==> src/rtl/xsrng_pkg.sv <==
// Package for the xorshift128+ ranged generator.
// Holds widths, reset seeds, shift amounts, codes and shared types.
// No dependencies; compile first.
package xsrng_pkg;

   localparam int WORD_W   = 64;
   localparam int RANGE_W  = 32;
   localparam int DIVISOR_W = 33;
   localparam int COUNT_W  = 6;

   localparam int SHIFT_A = 23;
   localparam int SHIFT_B = 17;
   localparam int SHIFT_C = 26;

   localparam logic [WORD_W-1:0] SEED_FIRST_RESET  = 64'h0000_0000_0000_0000;
   localparam logic [WORD_W-1:0] SEED_SECOND_RESET = 64'h5555_5555_5555_5555;

   localparam logic CSR_SEED_FIRST  = 1'b0;
   localparam logic CSR_SEED_SECOND = 1'b1;

   localparam logic [1:0] MODE_RAW   = 2'd0;
   localparam logic [1:0] MODE_ABS   = 2'd1;
   localparam logic [1:0] MODE_BELOW = 2'd2;
   localparam logic [1:0] MODE_RANGE = 2'd3;

   typedef enum logic [1:0] {
      ST_IDLE,
      ST_DIVIDE,
      ST_RESPOND
   } state_type;

   typedef struct packed {
      logic                 done;
      logic [DIVISOR_W-1:0] rem;
   } div_result_type;

endpackage

==> src/rtl/xsrng_if.sv <==
// Handshake channel interfaces for the request and response items.
// Depends on xsrng_pkg for field widths.
interface xsrng_req_if
   import xsrng_pkg::*;
   ();
   logic                      valid;
   logic                      ready;
   logic [1:0]                mode;
   logic signed [RANGE_W-1:0] bound_low;
   logic signed [RANGE_W-1:0] bound_high;

   modport source (output valid, mode, bound_low, bound_high, input ready);
   modport sink (input valid, mode, bound_low, bound_high, output ready);
endinterface

interface xsrng_rsp_if
   import xsrng_pkg::*;
   ();
   logic                      valid;
   logic                      ready;
   logic [WORD_W-1:0]         raw_value;
   logic signed [RANGE_W-1:0] ranged_value;
   logic                      bad_bounds;

   modport source (output valid, raw_value, ranged_value, bad_bounds, input ready);
   modport sink (input valid, raw_value, ranged_value, bad_bounds, output ready);
endinterface

==> src/rtl/xorshift128plus_ranged_rng_top.sv <==
// Xorshift128+ generator with ranged outputs: one item in, one item out. Each
// accepted request advances the generator once, unless a seed write collides.
// Modes 0 and 1, and requests with bad bounds, respond in the cycle after the
// acceptance. Modes 2 and 3 reduce through one shared restoring divider that
// takes one cycle per dividend bit; its result is registered once it is done.
// The block takes one item at a time and accepts the next once the result is
// taken. A write to either seed register reloads both state words at once.
module xorshift128plus_ranged_rng_top
   import xsrng_pkg::*;
(
   input  logic              clock,
   input  logic              reset,
   input  logic              csr_wr_en,
   input  logic              csr_index,
   input  logic [WORD_W-1:0] csr_wdata,
   xsrng_req_if.sink         req_ch,
   xsrng_rsp_if.source       rsp_ch
);

   state_type state_ff, state_in;

   logic [1:0]                mode_ff, mode_in;
   logic signed [RANGE_W-1:0] low_ff, low_in;
   logic [WORD_W-1:0]         raw_ff, raw_in;
   logic signed [RANGE_W-1:0] ranged_ff, ranged_in;
   logic                      bad_ff, bad_in;

   logic                        accept;
   logic [WORD_W-1:0]           raw;
   logic [RANGE_W-2:0]          abs_low;
   logic signed [DIVISOR_W-1:0] low_ext;
   logic signed [DIVISOR_W-1:0] high_ext;
   logic [DIVISOR_W-1:0]        span;
   logic                        bad_req;
   logic                        div_start;
   logic [WORD_W-1:0]           dividend;
   logic [DIVISOR_W-1:0]        divisor;
   div_result_type              div_result;

   xsrng_gen u_gen (
      .clock     (clock),
      .reset     (reset),
      .csr_wr_en (csr_wr_en),
      .csr_index (csr_index),
      .csr_wdata (csr_wdata),
      .step      (accept),
      .raw       (raw)
   );

   xsrng_div u_div (
      .clock    (clock),
      .reset    (reset),
      .start    (div_start),
      .dividend (dividend),
      .divisor  (divisor),
      .result   (div_result)
   );

   assign req_ch.ready = (state_ff == ST_IDLE);
   assign accept       = req_ch.valid && req_ch.ready;

   always_comb begin
      if (raw[RANGE_W-1:0] == {1'b1, {(RANGE_W-1){1'b0}}}) begin
         abs_low = '1;
      end else if (raw[RANGE_W-1]) begin
         abs_low = (RANGE_W-1)'(-raw[RANGE_W-1:0]);
      end else begin
         abs_low = raw[RANGE_W-2:0];
      end
   end

   assign low_ext  = DIVISOR_W'(req_ch.bound_low);
   assign high_ext = DIVISOR_W'(req_ch.bound_high);
   assign span     = DIVISOR_W'(high_ext - low_ext + DIVISOR_W'(1));

   always_comb begin
      bad_req  = 1'b0;
      dividend = raw;
      divisor  = {1'b0, req_ch.bound_high};
      unique case (req_ch.mode)
         MODE_BELOW: begin
            bad_req = (req_ch.bound_high <= 0);
         end
         MODE_RANGE: begin
            bad_req  = (req_ch.bound_high < req_ch.bound_low);
            dividend = {{(WORD_W-RANGE_W+1){1'b0}}, abs_low};
            divisor  = span;
         end
         default: ;
      endcase
   end

   assign div_start = accept && !bad_req &&
                      (req_ch.mode == MODE_BELOW || req_ch.mode == MODE_RANGE);

   always_comb begin
      state_in  = state_ff;
      mode_in   = mode_ff;
      low_in    = low_ff;
      raw_in    = raw_ff;
      ranged_in = ranged_ff;
      bad_in    = bad_ff;
      unique case (state_ff)
         ST_IDLE: begin
            if (accept) begin
               mode_in   = req_ch.mode;
               low_in    = req_ch.bound_low;
               raw_in    = raw;
               bad_in    = bad_req;
               ranged_in = (req_ch.mode == MODE_ABS) ? {1'b0, abs_low} : '0;
               state_in  = div_start ? ST_DIVIDE : ST_RESPOND;
            end
         end
         ST_DIVIDE: begin
            if (div_result.done) begin
               if (mode_ff == MODE_BELOW) begin
                  ranged_in = div_result.rem[RANGE_W-1:0];
               end else begin
                  ranged_in = low_ff + div_result.rem[RANGE_W-1:0];
               end
               state_in = ST_RESPOND;
            end
         end
         ST_RESPOND: begin
            if (rsp_ch.ready) begin
               state_in = ST_IDLE;
            end
         end
         default: state_in = ST_IDLE;
      endcase
   end

   always_ff @(posedge clock) begin
      if (reset) begin
         state_ff <= ST_IDLE;
      end else begin
         state_ff <= state_in;
      end
   end

   always_ff @(posedge clock) begin
      mode_ff   <= mode_in;
      low_ff    <= low_in;
      raw_ff    <= raw_in;
      ranged_ff <= ranged_in;
      bad_ff    <= bad_in;
   end

   assign rsp_ch.valid        = (state_ff == ST_RESPOND);
   assign rsp_ch.raw_value    = raw_ff;
   assign rsp_ch.ranged_value = ranged_ff;
   assign rsp_ch.bad_bounds   = bad_ff;

endmodule

==> src/rtl/xsrng_gen.sv <==
// Seed registers and the two xorshift128+ state words.
// Depends on xsrng_pkg; gives the output of the next step combinationally.
module xsrng_gen
   import xsrng_pkg::*;
(
   input  logic              clock,
   input  logic              reset,
   input  logic              csr_wr_en,
   input  logic              csr_index,
   input  logic [WORD_W-1:0] csr_wdata,
   input  logic              step,
   output logic [WORD_W-1:0] raw
);

   logic [WORD_W-1:0] seed_first_ff, seed_first_in;
   logic [WORD_W-1:0] seed_second_ff, seed_second_in;
   logic [WORD_W-1:0] word_a_ff, word_a_in;
   logic [WORD_W-1:0] word_b_ff, word_b_in;
   logic [WORD_W-1:0] mix_x;
   logic [WORD_W-1:0] next_b;

   assign mix_x  = word_a_ff ^ (word_a_ff << SHIFT_A);
   assign next_b = mix_x ^ word_b_ff ^ (mix_x >> SHIFT_B) ^ (word_b_ff >> SHIFT_C);
   assign raw    = next_b + word_b_ff;

   always_comb begin
      seed_first_in  = seed_first_ff;
      seed_second_in = seed_second_ff;
      word_a_in      = word_a_ff;
      word_b_in      = word_b_ff;
      if (csr_wr_en) begin
         unique case (csr_index)
            CSR_SEED_FIRST:  seed_first_in  = csr_wdata;
            CSR_SEED_SECOND: seed_second_in = csr_wdata;
            default: ;
         endcase
         word_a_in = seed_first_in;
         word_b_in = seed_second_in;
      end else if (step) begin
         word_a_in = word_b_ff;
         word_b_in = next_b;
      end
   end

   always_ff @(posedge clock) begin
      if (reset) begin
         seed_first_ff  <= SEED_FIRST_RESET;
         seed_second_ff <= SEED_SECOND_RESET;
         word_a_ff      <= SEED_FIRST_RESET;
         word_b_ff      <= SEED_SECOND_RESET;
      end else begin
         seed_first_ff  <= seed_first_in;
         seed_second_ff <= seed_second_in;
         word_a_ff      <= word_a_in;
         word_b_ff      <= word_b_in;
      end
   end

endmodule

==> src/rtl/xsrng_div.sv <==
// Restoring divider, one dividend bit per cycle, remainder only.
// Depends on xsrng_pkg; 64-bit dividend, 33-bit divisor.
module xsrng_div
   import xsrng_pkg::*;
(
   input  logic                 clock,
   input  logic                 reset,
   input  logic                 start,
   input  logic [WORD_W-1:0]    dividend,
   input  logic [DIVISOR_W-1:0] divisor,
   output div_result_type       result
);

   logic                 busy_ff, busy_in;
   logic                 done_ff, done_in;
   logic [COUNT_W-1:0]   count_ff, count_in;
   logic [WORD_W-1:0]    quo_ff, quo_in;
   logic [DIVISOR_W-1:0] rem_ff, rem_in;
   logic [DIVISOR_W-1:0] div_ff, div_in;
   logic [DIVISOR_W:0]   shifted;
   logic [DIVISOR_W:0]   trial;
   logic                 last_step;

   assign shifted   = {rem_ff, quo_ff[WORD_W-1]};
   assign trial     = shifted - {1'b0, div_ff};
   assign last_step = (count_ff == COUNT_W'(WORD_W - 1));

   always_comb begin
      busy_in  = busy_ff;
      done_in  = 1'b0;
      count_in = count_ff;
      quo_in   = quo_ff;
      rem_in   = rem_ff;
      div_in   = div_ff;
      if (start) begin
         busy_in  = 1'b1;
         count_in = '0;
         quo_in   = dividend;
         rem_in   = '0;
         div_in   = divisor;
      end else if (busy_ff) begin
         quo_in   = {quo_ff[WORD_W-2:0], 1'b0};
         rem_in   = trial[DIVISOR_W] ? shifted[DIVISOR_W-1:0] : trial[DIVISOR_W-1:0];
         count_in = count_ff + COUNT_W'(1);
         if (last_step) begin
            busy_in = 1'b0;
            done_in = 1'b1;
         end
      end
   end

   always_ff @(posedge clock) begin
      if (reset) begin
         busy_ff  <= 1'b0;
         done_ff  <= 1'b0;
         count_ff <= '0;
      end else begin
         busy_ff  <= busy_in;
         done_ff  <= done_in;
         count_ff <= count_in;
      end
   end

   always_ff @(posedge clock) begin
      quo_ff <= quo_in;
      rem_ff <= rem_in;
      div_ff <= div_in;
   end

   assign result.done = done_ff;
   assign result.rem  = rem_ff;

endmodule

==> src/flat_wrapper.sv <==
// flat-port wrapper written by rule: the top's interface ports become plain ports
module xorshift128plus_ranged_rng_top_flat import xsrng_pkg::*;
  (clock, reset, csr_wr_en, csr_index, csr_wdata, req_ch_valid, req_ch_mode, req_ch_bound_low, req_ch_bound_high, req_ch_ready, rsp_ch_valid, rsp_ch_raw_value, rsp_ch_ranged_value, rsp_ch_bad_bounds, rsp_ch_ready);
  xsrng_req_if req_ch_i ();
  xsrng_rsp_if rsp_ch_i ();
  input  logic clock;
  input  logic reset;
  input  logic csr_wr_en;
  input  logic csr_index;
  input  logic [WORD_W-1:0] csr_wdata;
  input wire logic [$bits(req_ch_i.valid)-1:0] req_ch_valid;
  input wire logic [$bits(req_ch_i.mode)-1:0] req_ch_mode;
  input wire logic [$bits(req_ch_i.bound_low)-1:0] req_ch_bound_low;
  input wire logic [$bits(req_ch_i.bound_high)-1:0] req_ch_bound_high;
  output wire logic [$bits(req_ch_i.ready)-1:0] req_ch_ready;
  output wire logic [$bits(rsp_ch_i.valid)-1:0] rsp_ch_valid;
  output wire logic [$bits(rsp_ch_i.raw_value)-1:0] rsp_ch_raw_value;
  output wire logic [$bits(rsp_ch_i.ranged_value)-1:0] rsp_ch_ranged_value;
  output wire logic [$bits(rsp_ch_i.bad_bounds)-1:0] rsp_ch_bad_bounds;
  input wire logic [$bits(rsp_ch_i.ready)-1:0] rsp_ch_ready;
  assign req_ch_i.valid = req_ch_valid;
  assign req_ch_i.mode = req_ch_mode;
  assign req_ch_i.bound_low = req_ch_bound_low;
  assign req_ch_i.bound_high = req_ch_bound_high;
  assign req_ch_ready = req_ch_i.ready;
  assign rsp_ch_valid = rsp_ch_i.valid;
  assign rsp_ch_raw_value = rsp_ch_i.raw_value;
  assign rsp_ch_ranged_value = rsp_ch_i.ranged_value;
  assign rsp_ch_bad_bounds = rsp_ch_i.bad_bounds;
  assign rsp_ch_i.ready = rsp_ch_ready;
  xorshift128plus_ranged_rng_top u_core (.clock(clock), .reset(reset), .csr_wr_en(csr_wr_en), .csr_index(csr_index), .csr_wdata(csr_wdata), .req_ch(req_ch_i), .rsp_ch(rsp_ch_i));
endmodule
==> config.mk <==
export PLATFORM = sky130hd
export DESIGN_NAME = xorshift128plus_ranged_rng_top_flat
export DESIGN_NICKNAME = d
export VERILOG_FILES = /design/src/rtl/xsrng_pkg.sv /design/src/rtl/xsrng_if.sv /design/src/rtl/xorshift128plus_ranged_rng_top.sv /design/src/rtl/xsrng_gen.sv /design/src/rtl/xsrng_div.sv /design/src/flat_wrapper.sv
export SDC_FILE = /design/constraint.sdc
export NUM_CORES = 2
export LEC_CHECK = 0
export BUFFER_PORTS_ARGS = -buffer_cell sky130_fd_sc_hd__clkbuf_2
export CAP_MARGIN = 25
export CORE_MARGIN = 2
export CORE_UTILIZATION = 50
export CTS_BUF_LIST = sky130_fd_sc_hd__clkbuf_8
export DETAILED_ROUTE_END_ITERATION = 7
export PLACE_DENSITY = 0.74
export SLEW_MARGIN = 20
export SYNTH_ARGS = -nofsm -noshare
export SYNTH_HDL_FRONTEND = slang
export SYNTH_SLANG_ARGS = --single-unit
==> constraint.sdc <==
create_clock -name clock -period 5.3 [get_ports clock]
set_input_delay 1.06 -clock clock [delete_from_list [all_inputs] [get_ports clock]]
set_output_delay 1.06 -clock clock [all_outputs]
set_load 0.01 [all_outputs]
=== After elaboration in Yosys (flattened, before gate mapping) ===
Cells that the tools add are included.

* Flip-flop bits (word level): 527
* Input port bits: 136
* Output and inout bits: 99
* Word-level logic and storage cells: 84

* Add/sub/neg operators: 7
* Order comparisons: 2
* Equal/unequal tests: 11
* Mux-type cells: 28
* Bitwise operators: 5
* Reductions and logical operators: 14

{| class="wikitable"
|+ Operators with widths
! operator !! count
|-
| $mux 64 || 9
|-
| $mux 32 || 4
|-
| $xor 64x64->64 || 2
|-
| $mux 31 || 3
|-
| $add 64x64->64 || 1
|-
| $pmux 32 s2 || 1
|-
| $xor 64x38->64 || 1
|-
| $xor 64x47->64 || 1
|-
| $sub 34x33->34 || 1
|-
| $add 33x2->33 const B || 1
|-
| $mux 33 || 1
|-
| $sub 32x32->33 || 1
|-
| $add 32x32->32 || 1
|-
| $eq 32x32->1 const B || 1
|-
| $le 32x1->1 const B || 1
|-
| $lt 32x32->1 || 1
|-
| $neg 31->31 || 1
|-
| $eq 2x2->1 const B || 4
|-
| $mux 2 || 4
|-
| $add 6x1->6 const B || 1
|-
| $eq 6x6->1 const B || 1
|-
| $pmux 2 s3 || 1
|-
| $reduce_and 3->1 || 2
|-
| $reduce_bool 2->1 || 3
|-
| 13 further kinds || 20
|}

=== Longest topological paths before layout ===
* Depth after elaboration: 11
* Mapped depth: 20
* Mapped depth without buffers: 17

=== Cells and area by module ===
From an unflattened synthesis, not the netlist that was laid out.

* Cell total of the unflattened synthesis: 3768
* Area, all modules: 34688.3 um^2

{| class="wikitable"
|+ Modules (own cells, without submodules)
! module !! times used !! cells each !! area each (um^2) !! sequential area each (um^2)
|-
| xsrng_gen || 1 || 1955 || 16619.7 || 5124.9
|-
| xorshift128plus_ranged_rng_top || 1 || 1133 || 10644.0 || 3973.8
|-
| xsrng_div || 1 || 680 || 7424.6 || 3733.6
|}

=== Worst setup path after synthesis ===
OpenSTA, ideal clock, no wires.

* Path kind: input -> register
* Start: input port req_ch_bound_high[1]
* End: register u_core.u_div.quo_ff[0] (enable)
* Library setup time: 690 ps
* Arrival: 4726 ps
* Required time: 4610 ps
* Slack: -116 ps
* Stages: 15
* Path buffers: 3
* Path through: inv_1 ha_1 nor2b_1 o211a_1 o211ai_1 a21oi_1 o311ai_0 nand4_1 and3_1 o21ai_0 a21o_1 clkbuf_1 clkbuf_1 clkbuf_1 nand2_1

* Word-level cells in the longest chain between the ends: 6
* Elaborated cells between the ends (all ways): 7
* Classes of those cells: order compare (2); mux (1); reduce/logical (4)

{| class="wikitable"
|+ RTL lines
! what !! line !! RTL
|-
| from (decl) || flat_wrapper.sv:14 || <nowiki>input wire logic [$bits(req_ch_i.bound_high)-1:0] req_ch_bound_high;</nowiki>
|-
| $lt 32x32->1 / $le 32x1->1 (equally long branches) || xorshift128plus_ranged_rng_top.sv:85, xorshift128plus_ranged_rng_top.sv:82 ||
|-
| $pmux 1 s2 (*) || xorshift128plus_ranged_rng_top.sv:80 || <nowiki>unique case (req_ch.mode)</nowiki>
|-
| $logic_not 1->1 (*) || xorshift128plus_ranged_rng_top.sv:93 || <nowiki>assign div_start = accept && !bad_req &&</nowiki>
|-
| $logic_and 1x1->1 (*) (2 in a row) || xorshift128plus_ranged_rng_top.sv:93 ||
|-
| $reduce_bool 2->1 (no line) (*) || -- ||
|-
| to (signal assigned) || xsrng_div.sv:65 || <nowiki>quo_ff <= quo_in;</nowiki>
|-
| to (decl) || xsrng_div.sv:17 || <nowiki>logic [WORD_W-1:0] quo_ff, quo_in;</nowiki>
|}

Mark *: on every way between the ends. The rest lies on a longest branch, timed or not.
A chain may end at the register's enable or synchronous reset.

=== Worst setup path in the final report ===
* Start: register u_core.u_gen.word_a_ff[23]
* End: register u_core.u_div.quo_ff[28], data pin

* Word-level cells in the longest chain between the ends: 10
* Elaborated cells between the ends (all ways): 11
* Classes of those cells: add/sub (2); eq/ne (1); mux (4); bitwise (4)

{| class="wikitable"
|+ RTL lines
! what !! line !! RTL
|-
| from (decl) || xsrng_gen.sv:17 || <nowiki>logic [WORD_W-1:0] word_a_ff, word_a_in;</nowiki>
|-
| from (signal assigned) || xsrng_gen.sv:54 || <nowiki>word_a_ff <= word_a_in;</nowiki>
|-
| $xor 64x64->64 (*) || xsrng_gen.sv:22 || <nowiki>assign mix_x = word_a_ff ^ (word_a_ff << SHIFT_A);</nowiki>
|-
| $xor 64x64->64 || xsrng_gen.sv:23 || <nowiki>assign next_b = mix_x ^ word_b_ff ^ (mix_x >> SHIFT_B) ^ (word_b_ff >> SHIFT_C);</nowiki>
|-
| $xor 64x47->64 (*) || xsrng_gen.sv:23 ||
|-
| $xor 64x38->64 (*) || xsrng_gen.sv:23 ||
|-
| $add 64x64->64 (*) || xsrng_gen.sv:24 || <nowiki>assign raw = next_b + word_b_ff;</nowiki>
|-
| $neg 31->31 || xorshift128plus_ranged_rng_top.sv:66 || <nowiki>abs_low = (RANGE_W-1)'(-raw[RANGE_W-1:0]);</nowiki>
|-
| $mux 31 || xorshift128plus_ranged_rng_top.sv:65 || <nowiki>end else if (raw[RANGE_W-1]) begin</nowiki>
|-
| $mux 31 || xorshift128plus_ranged_rng_top.sv:63 || <nowiki>if (raw[RANGE_W-1:0] == {1'b1, {(RANGE_W-1){1'b0}}}) begin</nowiki>
|-
| $mux 64 (*) || xorshift128plus_ranged_rng_top.sv:80 ||
|-
| $mux 64 (*) || xsrng_div.sv:35 || <nowiki>if (start) begin</nowiki>
|-
| net u_core.u_div.quo_in[28] || xsrng_div.sv:17 ||
|}

The timed path passes the listed nets; every way through them passes the cells marked *.

==> summary.md <==
| Metric | Value |
|---|---|
| CTS tree | built |
| Worst R2R Setup Slack | 0.26 ns |
| Router iterations before antenna repair | 6 |
| Total of fill cells in the finished design | 6152 |
| CP Capture Type | flop |
| Clock latency on the worst-skew pair | 0.75 ns |
| Worst Reg-to-Reg Cells | 16 |
| DIE AREA | 71100 um2 |
| Final WS setup | 0.259 ns |
| Worst Tran Pin Value | 0.990 ns |
| Hold Startpoint | u_core.u_gen.seed_second_ff[41]$_SDFFE_PP0P_ |
| Clock transition at path regs | 0.06 ns |
| Status | finished clean |
| Worst R2R Start | u_core.u_gen.word_a_ff[23]$_SDFFE_PP0P_ |
| Post-DP HPWL | 79900 um |
| Synthesized area | 34500 um2 |
| Post-Layout Cell Count | 5005 |
| Avg Synthesized Cell Area | 8.97 um2 |
| Hold Crit Endpoint | u_core.u_gen.seed_second_ff[41]$_SDFFE_PP0P_ |
| Post-CTS setup repair buffer count | 0 |
| Vias/cell | 6.02 |
| Final-report hold violation count | 0 |
| Placed Cells | 4833 |
| Worst slew margin | 0.338 |
| Die W | 267 um |
| Global Route Usage Sum | 0.290 |
| Global-route wire length before repair | 160000 um |
| Hold-fix buffers, CTS | 0 |
| Prevailing post-synth register cell | dfxtp_1 |
| Worst vdd ir | 0.247 mV |
| # DRC | 0 |
| Met1 usage | 0.423 |
| Die Span Y | 267 um |
| Post-synth EDFFs | 228 |
| Hold Path Stages | 2 |
| Number of synthesized register bits | 527 |
| Max Freq | 198 MHz |
| Leading cell types in the layout, fill and taps excluded | 407 x nand2_1, 311 x a21oi_1, 298 x dfxtp_1 |
| H-tree Lvls | 3 |
| Initial antenna violation count | 2 |
| Post-synthesis cell count | 3845 |
| WS Path Type | reg -> reg |
| Pins Over Slew Limit | 0 |
| Tmin final | 5.04 ns |
| Global route overflow | 0 |
| Skew final | 0.0687 ns |
| Hold WC Path Type | reg -> reg |
| Worst path arrival time | 5.48 ns |
| PortBufs | 234 |
| Most common cell after layout, fill and taps aside | nand2_1 |
| Max Buffers Root-to-Sink | 3 |
| Synthesized Nets | 4194 |
| DRT iter0 DRCs | 3249 |
| Post-synth cell types | 87 |
| Register area share after synthesis | 0.372 |
| Final nets | 4397 |
| Initial Utilization | 0.504 |
| Synthesis-to-layout area growth | 11.6% |
| Final period utilization | 0.951 |
| PwrDens | 521 nW/um2 |
| Core Area | 68500 um2 |
| Yosys warns | 0 |
| Met2 GRT Util | 0.430 |
| Clk sinks | 527 |
| Avg WL per Cell | 21.0 um |
| Crit start category | flop |
| Post-CTS sizing | 0 |
| Crit-path max FO | 10 |
| Largest net degree at the start of global routing | 84 |
| Root Buffer | clkbuf_8 |
| Post-synthesis async set-or-reset flop share | 0 |
| Setup TNS | 0 ns |
| CP required | 5.74 ns |
| Grt peak-use layer | met2 |
| Post-Place Setup Slack | 0.208 ns |
| RSZ-0062 raised after global routing | no |
| Via count | 30131 |
| Num CTS Buffers | 93 |
| Routed WL | 105000 um |
| Number of routed nets with antenna violations | 0 |
| Pleak | 16.2 nW |
| FF-to-FF End | u_core.u_div.quo_ff[28]$_DFFE_PP_ |
| Share of layout cells above drive strength 1 | 0.124 |
| Io pins | 235 |
| Final RePlAce weighted congestion | 0.994 |
| # rows | 96 |
| Maximum capacitance violations | 0 |
| Vias in the first global route | 27566 |
| Met3 Resource Use GR | 0.0509 |
| Final setup viols | 0 |
[logic make-up after synthesis]
logic type               synth area share
AO/OA/AOI/OAI                       0.214
AND/OR/NAND/NOR                     0.134
flip-flops                          0.372
buffers and inverters              0.0424
XOR/XNOR                           0.0884
multiplexers                       0.0681
adder cells (fa/ha/maj)            0.0814
[where the power goes]
group	switching, W	total, W	internal (W)
combinational	0.00659	0.0107	0.00408
clock	0.00180	0.00368	0.00187
sequential	0.000573	0.00571	0.00513
total	0.00897	0.0201	0.0111
[worst max-delay path by stage]
stage                                                 start                                       end  slack [ns]  cells past startpoint
floorplan                                      req_ch_valid   u_core.u_gen.word_b_ff[45]$_SDFFE_PP0P_        0.28                      6
global placement    u_core.u_gen.word_a_ff[23]$_SDFFE_PP0P_  u_core.rsp_ch.ranged_value[28]$_DFFE_PP_        0.28                     16
detailed placement  u_core.u_gen.word_a_ff[23]$_SDFFE_PP0P_          u_core.u_div.quo_ff[1]$_DFFE_PP_        0.21                     16
CTS                 u_core.u_gen.word_a_ff[23]$_SDFFE_PP0P_         u_core.u_div.quo_ff[19]$_DFFE_PP_        0.18                     15
global route        u_core.u_gen.word_a_ff[23]$_SDFFE_PP0P_          u_core.u_div.quo_ff[1]$_DFFE_PP_        0.02                     16
finish              u_core.u_gen.word_a_ff[23]$_SDFFE_PP0P_         u_core.u_div.quo_ff[28]$_DFFE_PP_        0.26                     16
[sequential cells by signal, indices dropped and copies added, names as in the netlist, 32 cells and up]
name	count
u_core.u_gen.seed_second_ff	64
u_core.u_gen.word_b_ff	64
u_core.rsp_ch.ranged_value	32
u_core.u_gen.seed_first_ff	64
u_core.low_ff	32
u_core.u_div.div_ff	33
u_core.rsp_ch.raw_value	64
u_core.u_div.quo_ff	64
u_core.u_gen.word_a_ff	64
u_core.u_div.rem_ff	33
[per-layer routing]
layer,wire (um),vias up
li1,-,14314
met1,47000,14192
met2,44800,1406
met3,9810,217
met4,3590,2
met5,8,-
[worst max-delay path, cell delays in order (launching register included)]
cell and delay, ns:
dfxtp_1 0.46, xor2_1 0.43, xnor2_1 0.17, xnor2_1 0.17
ha_1 0.42, nand3_1 0.25, nor2_2 0.27, o21ai_1 0.24
o21a_1 0.25, o211a_1 0.39, a211o_1 0.37, nor4b_4 0.29
buf_4 0.22, and2_4 0.17, a21oi_2 0.07, a311o_1 0.36
a32o_1 0.23
[per-stage QoR]
step	hold slack [ns]	total power (W)	utilization	instance area (um2)
global placement	0.433	0.0160	0.535	36600
finish	0.450	0.0201	0.562	38500
CTS	0.453	0.0198	0.561	38400
detailed placement	0.440	0.0161	0.535	36600
global route	0.467	0.0213	0.562	38500
floorplan	0.427	0.0130	-	34500
[area by class of cell]
class                      instances  area, um2  share of cell area
sequential                       527      12800               0.333
tap                              882       1100              0.0287
antenna                            6       15.0            0.000390
clock buffer                     108       1490              0.0386
timing repair buffer             313       1850              0.0480
multi-input combinational       2942      20300               0.526
inverter                         171        651              0.0169
clock inverter                    56        295             0.00767
[Yosys cell counts, types with 13 or more instances]
master	count	area share
a211oi_1	66	0.014
a21boi_0	79	0.017
a21o_1	61	0.013
a21oi_1	313	0.045
a22o_1	20	0.0051
a31oi_1	25	0.0045
and2_1	23	0.0042
and3_1	33	0.0060
buf_1	23	0.0025
buf_2	13	0.0019
clkbuf_1	163	0.018
dfxtp_1	299	0.17
edfxtp_1	228	0.20
fa_1	19	0.011
ha_1	194	0.070
inv_1	168	0.018
mux2_2	20	0.0065
mux2i_1	212	0.062
nand2_1	411	0.045
nand2b_1	23	0.0042
nand3_1	74	0.011
nand4_1	26	0.0047
nor2_1	233	0.025
nor2b_1	39	0.0071
nor3_1	48	0.0070
nor4_1	14	0.0025
o211ai_1	44	0.0096
o21a_1	97	0.021
o21ai_0	264	0.038
o21bai_1	29	0.0063
o31ai_1	29	0.0063
or3_1	30	0.0054
xnor2_1	258	0.066
xor2_1	90	0.023
Note: power is estimated with default switching activity, not from simulation.
